## src/rtl/bole_pkg.sv

```systemverilog
`timescale 1ns / 1ps
// shared constants, types and codes for the bounded ordered list engine
// no dependencies; imported by bounded_ordered_list_engine

package bole_pkg;

    // list depth and derived widths
    localparam int unsigned CAPACITY = 16;
    localparam int unsigned ADDR_W   = $clog2(CAPACITY);
    localparam int unsigned OCC_W    = $clog2(CAPACITY + 1);

    // fixed field widths
    localparam int unsigned ACTION_W = 3;
    localparam int unsigned VALUE_W  = 32;
    localparam int unsigned POS_W    = 5;
    localparam int unsigned STATUS_W = 2;
    localparam int unsigned COUNT_W  = 5;

    localparam int unsigned CMP_W    = (OCC_W > POS_W) ? OCC_W : POS_W;

    localparam int unsigned S_DATA_W = 40;
    localparam int unsigned M_DATA_W = 40;

    typedef logic [ADDR_W-1:0]   addr_t;
    typedef logic [OCC_W-1:0]    occ_t;
    typedef logic [CMP_W-1:0]    cmp_t;
    typedef logic [VALUE_W-1:0]  value_t;

    typedef enum logic [ACTION_W-1:0] {
        ACT_ADD_START    = 3'd0,
        ACT_REMOVE_START = 3'd1,
        ACT_ADD_END      = 3'd2,
        ACT_REMOVE_END   = 3'd3,
        ACT_INSERT_AT    = 3'd4,
        ACT_REMOVE_AT    = 3'd5,
        ACT_READ_AT      = 3'd6
    } action_t;

    typedef enum logic [STATUS_W-1:0] {
        STATUS_OK    = 2'd0,
        STATUS_FULL  = 2'd1,
        STATUS_EMPTY = 2'd2,
        STATUS_RANGE = 2'd3
    } status_t;

    typedef enum logic [2:0] {
        S_IDLE,
        S_INS_CHECK,
        S_INS_MOVE,
        S_REM_RD,
        S_REM_GRAB,
        S_REM_CHECK,
        S_REM_MOVE,
        S_DONE
    } state_t;

endpackage

```

## src/rtl/bole_ram.sv

```systemverilog
`timescale 1ns / 1ps
// generic simple dual-port ram: one write port, one read port, registered read
// no dependencies

module bole_ram #(
    parameter int unsigned WIDTH = 32,
    parameter int unsigned DEPTH = 16
) (
    input  logic                     aclk,
    input  logic                     we,
    input  logic [$clog2(DEPTH)-1:0] waddr,
    input  logic [WIDTH-1:0]         wdata,
    input  logic [$clog2(DEPTH)-1:0] raddr,
    output logic [WIDTH-1:0]         rdata
);

    logic [WIDTH-1:0] mem [DEPTH];

    always_ff @(posedge aclk) begin
        if (we) begin
            mem[waddr] <= wdata;
        end
        rdata <= mem[raddr];
    end

endmodule

```

## src/rtl/bounded_ordered_list_engine.sv

```systemverilog
`timescale 1ns / 1ps
// top level of the bounded ordered list engine: request decode, move sequencer, result register
// depends on bole_pkg and bole_ram

// Ordered list of up to CAPACITY signed 32-bit values, head at index 0, held in
// one ram with a single write and a single registered read port. A request comes
// in as one transfer on s_ and gives exactly one result transfer on m_ holding
// the removed or read value, a status and the new count. The entries live in
// the ram, so every insert or remove moves the later entries one place through
// that ram, one entry at a time (read, then write back). An insert walks down
// from the end to the index, a remove keeps the value there and moves later
// entries up, a read stops there, and a failed request or unused action code
// goes straight to the result. s_tready is high only while the sequencer is
// idle; the result register lets the next request in while a result still waits on m_.
// No clearing pass is needed after reset: only entries below the count are read.

module bounded_ordered_list_engine (
    input  logic                          aclk,
    input  logic                          aresetn,
    // s_tdata: action [2:0], value [34:3], position [39:35]
    input  logic                          s_tvalid,
    output logic                          s_tready,
    input  logic [bole_pkg::S_DATA_W-1:0] s_tdata,
    // m_tdata: result_value [31:0], status [33:32], count [38:34], zero pad [39]
    output logic                          m_tvalid,
    input  logic                          m_tready,
    output logic [bole_pkg::M_DATA_W-1:0] m_tdata
);

    import bole_pkg::*;

    localparam occ_t OCC_FULL = occ_t'(CAPACITY);
    localparam int unsigned PAD_W = M_DATA_W - VALUE_W - STATUS_W - COUNT_W;

    // sequencer and datapath registers
    state_t  state_reg, state_next;
    occ_t    occ_reg, occ_next;
    action_t act_reg, act_next;
    value_t  val_reg, val_next;
    addr_t   idx_reg, idx_next;
    addr_t   at_reg, at_next;
    value_t  res_reg, res_next;
    status_t status_reg, status_next;

    // result register
    logic                m_tvalid_reg, m_tvalid_next;
    logic [M_DATA_W-1:0] m_tdata_reg, m_tdata_next;

    // ram controls
    logic   ram_we;
    addr_t  ram_waddr;
    value_t ram_wdata;
    addr_t  ram_raddr;
    value_t ram_rdata;

    // request fields
    action_t    in_action;
    value_t     in_value;
    logic [POS_W-1:0] in_pos;

    // decode of the incoming request
    status_t dec_status;
    logic    dec_ins;
    logic    dec_rem;
    cmp_t    dec_at;
    cmp_t    occ_ext;
    cmp_t    pos_ext;

    logic in_fire;
    logic out_free;

    assign in_action = action_t'(s_tdata[ACTION_W-1:0]);
    assign in_value  = s_tdata[ACTION_W +: VALUE_W];
    assign in_pos    = s_tdata[ACTION_W + VALUE_W +: POS_W];

    assign s_tready = (state_reg == S_IDLE);
    assign in_fire  = s_tvalid && s_tready;
    assign out_free = !m_tvalid_reg || m_tready;

    assign m_tvalid = m_tvalid_reg;
    assign m_tdata  = m_tdata_reg;

    assign occ_ext = cmp_t'(occ_reg);
    assign pos_ext = cmp_t'(in_pos);

    // request decode: full and empty checks come before the position check
    always_comb begin
        dec_status = STATUS_OK;
        dec_ins    = 1'b0;
        dec_rem    = 1'b0;
        dec_at     = '0;
        unique case (in_action)
            ACT_ADD_START, ACT_ADD_END, ACT_INSERT_AT: begin
                if (in_action == ACT_ADD_START) begin
                    dec_at = '0;
                end else if (in_action == ACT_ADD_END) begin
                    dec_at = occ_ext;
                end else begin
                    dec_at = pos_ext;
                end
                if (occ_reg == OCC_FULL) begin
                    dec_status = STATUS_FULL;
                end else if (dec_at > occ_ext) begin
                    dec_status = STATUS_RANGE;
                end else begin
                    dec_ins = 1'b1;
                end
            end
            ACT_REMOVE_START, ACT_REMOVE_END, ACT_REMOVE_AT, ACT_READ_AT: begin
                if (in_action == ACT_REMOVE_START) begin
                    dec_at = '0;
                end else if (in_action == ACT_REMOVE_END) begin
                    dec_at = occ_ext - cmp_t'(1);
                end else begin
                    dec_at = pos_ext;
                end
                if (occ_reg == '0) begin
                    dec_status = STATUS_EMPTY;
                end else if (dec_at >= occ_ext) begin
                    dec_status = STATUS_RANGE;
                end else begin
                    dec_rem = 1'b1;
                end
            end
            default: begin
                // unused code: no change, ok status
                dec_status = STATUS_OK;
            end
        endcase
    end

    // next state
    always_comb begin
        state_next = state_reg;
        unique case (state_reg)
            S_IDLE: begin
                if (in_fire) begin
                    if (dec_ins) begin
                        state_next = S_INS_CHECK;
                    end else if (dec_rem) begin
                        state_next = S_REM_RD;
                    end else begin
                        state_next = S_DONE;
                    end
                end
            end
            S_INS_CHECK: begin
                if (idx_reg == at_reg) begin
                    state_next = S_DONE;
                end else begin
                    state_next = S_INS_MOVE;
                end
            end
            S_INS_MOVE: state_next = S_INS_CHECK;
            S_REM_RD:   state_next = S_REM_GRAB;
            S_REM_GRAB: begin
                if (act_reg == ACT_READ_AT) begin
                    state_next = S_DONE;
                end else begin
                    state_next = S_REM_CHECK;
                end
            end
            S_REM_CHECK: begin
                if (occ_t'(idx_reg) + occ_t'(1) == occ_reg) begin
                    state_next = S_DONE;
                end else begin
                    state_next = S_REM_MOVE;
                end
            end
            S_REM_MOVE: state_next = S_REM_CHECK;
            S_DONE: begin
                if (out_free) begin
                    state_next = S_IDLE;
                end
            end
            default: state_next = S_IDLE;
        endcase
    end

    // datapath, ram controls and result register
    always_comb begin
        occ_next      = occ_reg;
        act_next      = act_reg;
        val_next      = val_reg;
        idx_next      = idx_reg;
        at_next       = at_reg;
        res_next      = res_reg;
        status_next   = status_reg;
        m_tvalid_next = m_tvalid_reg;
        m_tdata_next  = m_tdata_reg;
        ram_we        = 1'b0;
        ram_waddr     = idx_reg;
        ram_wdata     = ram_rdata;
        ram_raddr     = idx_reg;

        // result leaves on a completed m_ transfer
        if (m_tvalid_reg && m_tready) begin
            m_tvalid_next = 1'b0;
        end

        unique case (state_reg)
            S_IDLE: begin
                if (in_fire) begin
                    act_next    = in_action;
                    val_next    = in_value;
                    at_next     = addr_t'(dec_at);
                    res_next    = '0;
                    status_next = dec_status;
                    // insert walks down from the current end, remove up from the index
                    if (dec_ins) begin
                        idx_next = addr_t'(occ_reg);
                    end else begin
                        idx_next = addr_t'(dec_at);
                    end
                end
            end
            S_INS_CHECK: begin
                if (idx_reg == at_reg) begin
                    ram_we    = 1'b1;
                    ram_waddr = at_reg;
                    ram_wdata = val_reg;
                    occ_next  = occ_reg + occ_t'(1);
                end else begin
                    ram_raddr = idx_reg - addr_t'(1);
                end
            end
            S_INS_MOVE: begin
                // entry from idx-1 lands at idx
                ram_we    = 1'b1;
                ram_waddr = idx_reg;
                ram_wdata = ram_rdata;
                idx_next  = idx_reg - addr_t'(1);
            end
            S_REM_RD: begin
                ram_raddr = idx_reg;
            end
            S_REM_GRAB: begin
                res_next = ram_rdata;
            end
            S_REM_CHECK: begin
                if (occ_t'(idx_reg) + occ_t'(1) == occ_reg) begin
                    occ_next = occ_reg - occ_t'(1);
                end else begin
                    ram_raddr = idx_reg + addr_t'(1);
                end
            end
            S_REM_MOVE: begin
                // entry from idx+1 lands at idx
                ram_we    = 1'b1;
                ram_waddr = idx_reg;
                ram_wdata = ram_rdata;
                idx_next  = idx_reg + addr_t'(1);
            end
            S_DONE: begin
                if (out_free) begin
                    m_tvalid_next = 1'b1;
                    m_tdata_next  = {{PAD_W{1'b0}}, COUNT_W'(occ_reg), status_reg, res_reg};
                end
            end
            default: begin
                ram_we = 1'b0;
            end
        endcase
    end

    always_ff @(posedge aclk) begin
        if (!aresetn) begin
            state_reg    <= S_IDLE;
            occ_reg      <= '0;
            m_tvalid_reg <= 1'b0;
        end else begin
            state_reg    <= state_next;
            occ_reg      <= occ_next;
            m_tvalid_reg <= m_tvalid_next;
        end
    end

    always_ff @(posedge aclk) begin
        act_reg     <= act_next;
        val_reg     <= val_next;
        idx_reg     <= idx_next;
        at_reg      <= at_next;
        res_reg     <= res_next;
        status_reg  <= status_next;
        m_tdata_reg <= m_tdata_next;
    end

    // list storage
    bole_ram #(
        .WIDTH (VALUE_W),
        .DEPTH (CAPACITY)
    ) u_entries (
        .aclk  (aclk),
        .we    (ram_we),
        .waddr (ram_waddr),
        .wdata (ram_wdata),
        .raddr (ram_raddr),
        .rdata (ram_rdata)
    );

endmodule
```

## config.mk

```make
export PLATFORM = sky130hd
export DESIGN_NAME = bounded_ordered_list_engine
export DESIGN_NICKNAME = d
export VERILOG_FILES = /design/src/rtl/bole_pkg.sv /design/src/rtl/bole_ram.sv /design/src/rtl/bounded_ordered_list_engine.sv
export SDC_FILE = /design/constraint.sdc
export NUM_CORES = 1
export LEC_CHECK = 0
export ABC_AREA = 1
export BUFFER_PORTS_ARGS = -buffer_cell sky130_fd_sc_hd__buf_2
export CORE_MARGIN = 2
export CORE_UTILIZATION = 33
export DETAILED_ROUTE_END_ITERATION = 8
export SLEW_MARGIN = 20
export SYNTH_ARGS = -nofsm -noshare
export SYNTH_HDL_FRONTEND = slang
export SYNTH_HIERARCHICAL = 1
export SYNTH_SLANG_ARGS = --single-unit
```

## constraint.sdc

```tcl
create_clock -name aclk -period 4.1 [get_ports aclk]
set_clock_uncertainty 0.1 [all_clocks]
set_input_delay 0.615 -clock aclk [delete_from_list [all_inputs] [get_ports aclk]]
set_output_delay 0.615 -clock aclk [all_outputs]
set_load 0.02 [all_outputs]
```

-- Word-level counts from Yosys, hierarchy flattened
Memory sizes are Yosys's and may differ from the RTL's. A register that Yosys moved wholly into a read port is not among the register bits.
Index checks and enable logic that the tools add are counted.
- flip-flop bits (word level): 125
- bits in latches: 0
- memory bits (writable): 512
- ROM bits: 0
- memories kept: 1
- $add $sub $neg: 5
- $mul: 0
- div/mod/pow operators: 0
- magnitude comparators: 2
- eq/ne operators: 21
- shifts and indexed selects: 0
- multiplexer cells: 48
- bitwise logic cells: 0
- reductions and logical operators: 19
- memory list (memory ; depth ; bits a word ; read ports ; clocked after memory_dff ; wr ports ; line ; source):
    u_entries.mem ; 16 ; 32 ; 1 ; 1 ; 1 ; bole_ram.sv:17 ; logic [WIDTH-1:0] mem [DEPTH];
- operator list (cell ; count):
    $mux 32 ; 3
    $pmux 32 s2 ; 1
    $mux 5 ; 8
    $eq 3x3->1 const B ; 8
    $mux 4 ; 6
    $pmux 3 s8 ; 1
    $pmux 4 s2 ; 2
    $mux 3 ; 5
    $mux 1 ; 13
    $eq 3x2->1 const B ; 4
    $pmux 4 s3 ; 1
    $mux 2 ; 5
    $pmux 5 s2 ; 1
    $reduce_and 2->1 ; 5
    $eq 3x1->1 const B ; 2
    $logic_not 3->1 ; 2
    $ne 2x2->1 const B ; 3
    $add 4x1->5 const B ; 1
    $add 5x1->5 const B ; 1
    $eq 5x5->1 ; 1
    $eq 5x5->1 const B ; 1
    $ge 5x5->1 ; 1
    $gt 5x5->1 ; 1
    $logic_not 5->1 ; 1
    other kinds (16) ; 18

-- Depth between registers and ports, before layout
- depth after elaboration: 12
- gate-level depth with buffers: 21
- gate-level depth less buffers: 18

-- By module
Netlist, hierarchy kept.
- by module, submodules not included (module ; times used ; cells each ; area each (µm²) ; seq. area each (µm²)):
    bole_ram ; 1 ; 2120 ; 22730.6 ; 16015.4
    bounded_ordered_list_engine ; 1 ; 572 ; 6074.6 ; 3663.5

-- Least setup slack after synthesis
OpenSTA, ideal clock, no wires.
- path type: register -> register
- from: reg state_reg[1]
- to: reg act_reg[0], enable pin
- library setup time: 0.439 ns
- arrival: 2.728 ns
- required time: 3.561 ns
- slack: 0.832 ns
- stages on the path, launching flop included: 6
- buffers on the path: 0
- period minus slack after synthesis: 3.268 ns
- path through: dfxtp_1 -> inv_1 -> nand2_1 -> nor2_1 -> inv_1 -> nor2_1
- word-level cells in the longest chain between the ends: 3
- RTL lines (item ; line ; source):
    from (decl) ; bounded_ordered_list_engine.sv:36 ; state_t state_reg, state_next;
    from (signal assigned) ; bounded_ordered_list_engine.sv:272 ; state_reg <= state_next;
    $logic_not 3->1 (*) ; bounded_ordered_list_engine.sv:76 ; assign s_tready = (state_reg == S_IDLE);
    named net s_tready ; bounded_ordered_list_engine.sv:22 ; output logic s_tready,
    $logic_and 1x1->1 ; bounded_ordered_list_engine.sv:77 ; assign in_fire = s_tvalid && s_tready;
    $reduce_and 2->1 (no source line) (*) ; - ;
    to (signal assigned) ; bounded_ordered_list_engine.sv:279 ; act_reg <= act_next;
    to (decl) ; bounded_ordered_list_engine.sv:38 ; action_t act_reg, act_next;
The timed path passes the listed nets; every way through them passes the cells marked *.
A chain may end at the register's enable or synchronous reset.

-- Final worst setup path
- from: reg idx_reg[1]
- to: reg u_entries.rdata[18], read port of u_entries.mem
- word-level cells in the longest chain between the ends: 4
- elaborated cells between the ends (all ways): 8
- classes of those cells: add/sub: 3; eq/ne: 2; mux: 3
- RTL lines (item ; line ; source):
    from (decl) ; bounded_ordered_list_engine.sv:40 ; addr_t idx_reg, idx_next;
    from (signal assigned) ; bounded_ordered_list_engine.sv:281 ; idx_reg <= idx_next;
    $add 4x1->5 ; bounded_ordered_list_engine.sv:241 ; if (occ_t'(idx_reg) + occ_t'(1) == occ_reg) begin
    $eq 5x5->1 ; bounded_ordered_list_engine.sv:241 ;
    $mux 4 ; bounded_ordered_list_engine.sv:241 ;
    $pmux 4 s2 (*) ; bounded_ordered_list_engine.sv:201 ; unique case (state_reg)
    named net ram_raddr[0] ; bounded_ordered_list_engine.sv:53 ; addr_t ram_raddr;
    to (decl) ; bole_ram.sv:14 ; output logic [WIDTH-1:0] rdata
Marks and branches as above.

==> results by group <==
Timing
  – Max Slew Vio Count: 0
  – Final setup fails: 0
  – TNS Setup: 0 ns
  – Slew at the pin closest to its max-slew limit: 1.08 ns
  – Final Hold Vio Count: 0
  – Rel. slew slack: 0.276
  – FMAX: ~280 MHz
  – Minimum clock period: around 3.5 ns
  – Unrepaired setup endpoints after global routing: false
  – Fin crit share: 0.861

Power and ir drop
  – Pwr/cell area: 768 nW/µm²
  – Worst VDD drop: 0.000791 V
  – Power, Total: approximately 25 mW
  – P_leak: ~14 nW

Detailed routing
  – Final wirelength: between 60000 and 70000 µm
  – WL/cell: 17.5 µm
  – 1st-pass router iterations: 5
  – Post-DRT Antenna Nets: 0
  – 1st-iter DRT viols: between 1000 and 1500
  – Via/cell ratio: around 4.6
  – DRC violations left: 0
  – Via count: between 15000 and 20000

Clock tree
  – CTS buffer count: between 60 and 70
  – CTS root buffer: clkbuf_16
  – Post-CTS setup buffer count: 0
  – Htree depth: 3
  – Post-cts resize count: 0
  – Clk slew on worst S/H paths: 0.06 ns
  – Clock sinks: 669
  – Clk buf depth: 3
  – Hold_buf cts: 0
  – CTS tree: built
  – Clock Latency Late Sink: 0.63 ns

Job
  – Max Cap Viol: 0

Finish
  – Final Util: 0.380
  – Fin area: ~33000 µm²
  – Commonest non-fill, non-tap cells in the layout: 775 x nand2_1, 628 x edfxtp_1, 460 x inv_1
  – Post-layout nets: between 2000 and 3000
  – Layout cells sized above 1: 0.118
  – Filler cells: 8339
  – # diodes: 0
  – Max reg flops: between 500 and 600
  – Most common cell after layout, fill and taps aside: nand2_1
  – Area Overhead vs Synth: 14.2%

GRT
  – Antenna violations before repair: 0
  – First-pass GRT wire length: 106000 µm
  – Grt total ovfl: 0
  – Vias in the first global route: around 18000
  – Largest net degree at the start of global routing: 129
  – GRT Util Overall: 0.154

Die
  – Die Ht: between 200 and 300 µm
  – Initial Utilization: 0.333
  – Die area: approximately 90000 µm²
  – Core area: approximately 87000 µm²
  – IO Pins: 86
  – FP Rows: around 110
  – Die X: about 300 µm

Setup path
  – CP Cell Sequence: inv_1, ha_1, xnor2_1, nand3_1, nor2_4, nand3_1, nand3_1, o211ai_1, inv_6, buf_4, nand2_1, nand3_1, nand3_1, nand3_1, nand2_1
  – Largest stage delay on the critical path: between 0.5 and 0.6 ns
  – Cell class contributing the biggest share of worst-path delay: buffers and inverters
  – Critical Path RT: around 4.5 ns
  – CP arrival: just under 4 ns
  – WP buf/inv: 3
  – Startpoint types: flip-flop
  – Setup CP Type: flip-flop to flip-flop
  – Cell mode on critical path: nand3_1
  – CP Max Fanout: between 40 and 50
  – Crit. End Element: flip-flop
  – Worst path slowest cell: edfxtp_1

Placement
  – GP Congestion: about 0.82
  – Buffers on Ports: 84
  – Placed cell area: around 31000 µm²
  – DP HPWL: 36700 µm

Logic synthesis
  – Seq/Total Area, Yosys: 0.683
  – Fraction of registers with async set/reset: 0
  – Dominant cell type by area after synthesis: edfxtp_1
  – Synth Net Count: around 2800
  – Post-Syn Instances: approximately 2700
  – Yosys reg bits: about 670
  – Syn_area_per_cell: 10.7 µm²
  – Library cells used by synthesis: 43
  – Synthesized area: roughly 29000 µm²
  – Synth top area share: 0.655
  – Main flop type after synthesis: edfxtp_1
  – EDFF count, synth: approximately 630
  – Ys Warns: 6
  – Top cells by area, synth: edfxtp_1 65%, nand2_1 10%, nand3_1 7.2%, inv_1 6.0%, dfxtp_1 2.8%

Min path
  – Hold crit path type: input pin to flip-flop

Outcome
  – Status: finished, final reports clean
area by class of cell:
class                      instances  area (µm²)  area share
sequential                       669       19700       0.598
inverter                         478        1810      0.0551
clock buffer                      96        1880      0.0571
tap                             1155        1450      0.0439
timing repair buffer             131        1070      0.0326
clock inverter                    29         360      0.0110
multi-input combinational       1419        6640       0.202
synth_stat cells, types with 4 or more instances:
| cell type | n |
|---|---|
| dfxtp_1 | 41 |
| o21ai_0 | 10 |
| nand4_1 | 8 |
| o22ai_1 | 4 |
| buf_2 | 43 |
| buf_4 | 10 |
| buf_1 | 14 |
| nor2_4 | 5 |
| nand2_4 | 4 |
| nand3_1 | 417 |
| clkbuf_1 | 21 |
| inv_1 | 463 |
| o211ai_1 | 6 |
| xor2_1 | 9 |
| a21oi_1 | 6 |
| ha_1 | 14 |
| nor2_1 | 71 |
| inv_2 | 12 |
| nand2_1 | 776 |
| xnor2_1 | 4 |
| buf_6 | 35 |
| edfxtp_1 | 628 |
| o21ai_1 | 18 |
| o21ai_2 | 22 |
| nand2_2 | 23 |
report_power, final:
group          switching, mW  internal, mW
Sequential             0.278          9.22
Combinational           6.86          2.63
Clock                   2.72          3.53
logic make-up (layout without fill, tap and decap cells):
group | after synthesis | after routing | synth area share
AO/OA/AOI/OAI | 76 | 76 | 0.0182
XOR/XNOR | 13 | 13 | 0.00395
adder cells (fa/ha/maj) | 14 | 14 | 0.00608
buffers and inverters | 604 | 734 | 0.0923
flip-flops | 669 | 669 | 0.683
other | 1 | 1 | 0.000130
AND/OR/NAND/NOR | 1315 | 1315 | 0.196
per-layer routing:
metal / vias to the layer above / share of wire / track usage / wire, µm
li1: 8922 / - / - / -
met1: 8903 / 0.46 / 0.213 / 31700
met2: 446 / 0.47 / 0.252 / 32800
met3: 100 / 0.050 / 0.0250 / 3450
met4: 0 / 0.022 / 0.0429 / 1530
met5: - / 0 / 0 / 0
stage by stage:
stage / hold WS [ns] / setup WS, ns / instances
6_report: 0.0555 / 0.570 / 3977
5_1_grt: 0.0323 / 0.251 / 3977
4_1_cts: 0.0195 / 0.584 / 3977
3_5_place_dp: 0.305 / 0.617 / 3852
3_3_place_gp: 0.300 / 0.691 / 3852
2_1_floorplan: 0.300 / 0.832 / 2692
worst reg2reg max path: stages, from the launching register on:
cell and delay, ns:
edfxtp_1 0.55, inv_1 0.11, ha_1 0.38, xnor2_1 0.13, nand3_1 0.13, nor2_4 0.20
nand3_1 0.10, nand3_1 0.09, o211ai_1 0.23, inv_6 0.44, buf_4 0.52, nand2_1 0.11
nand3_1 0.09, nand3_1 0.07, nand3_1 0.10, nand2_1 0.06
worst paths after layout:
| check | startpoint | endpoint | slack (ns) | cells past startpoint |
|---|---|---|---|---|
| max | idx_reg[1]$_DFFE_PP_ | u_entries/rdata[18]$_DFF_P_ | 0.57 | 15 |
| max reg2reg | idx_reg[1]$_DFFE_PP_ | u_entries/rdata[18]$_DFF_P_ | 0.57 | 15 |
| min reg2reg | res_reg[15]$_SDFFCE_PN0P_ | m_tdata[15]$_DFFE_PP_ | 0.32 | 0 |
| min | s_tdata[7] | val_reg[4]$_DFFE_PP_ | 0.06 | 1 |
Power figures use the tool's default switching activity.
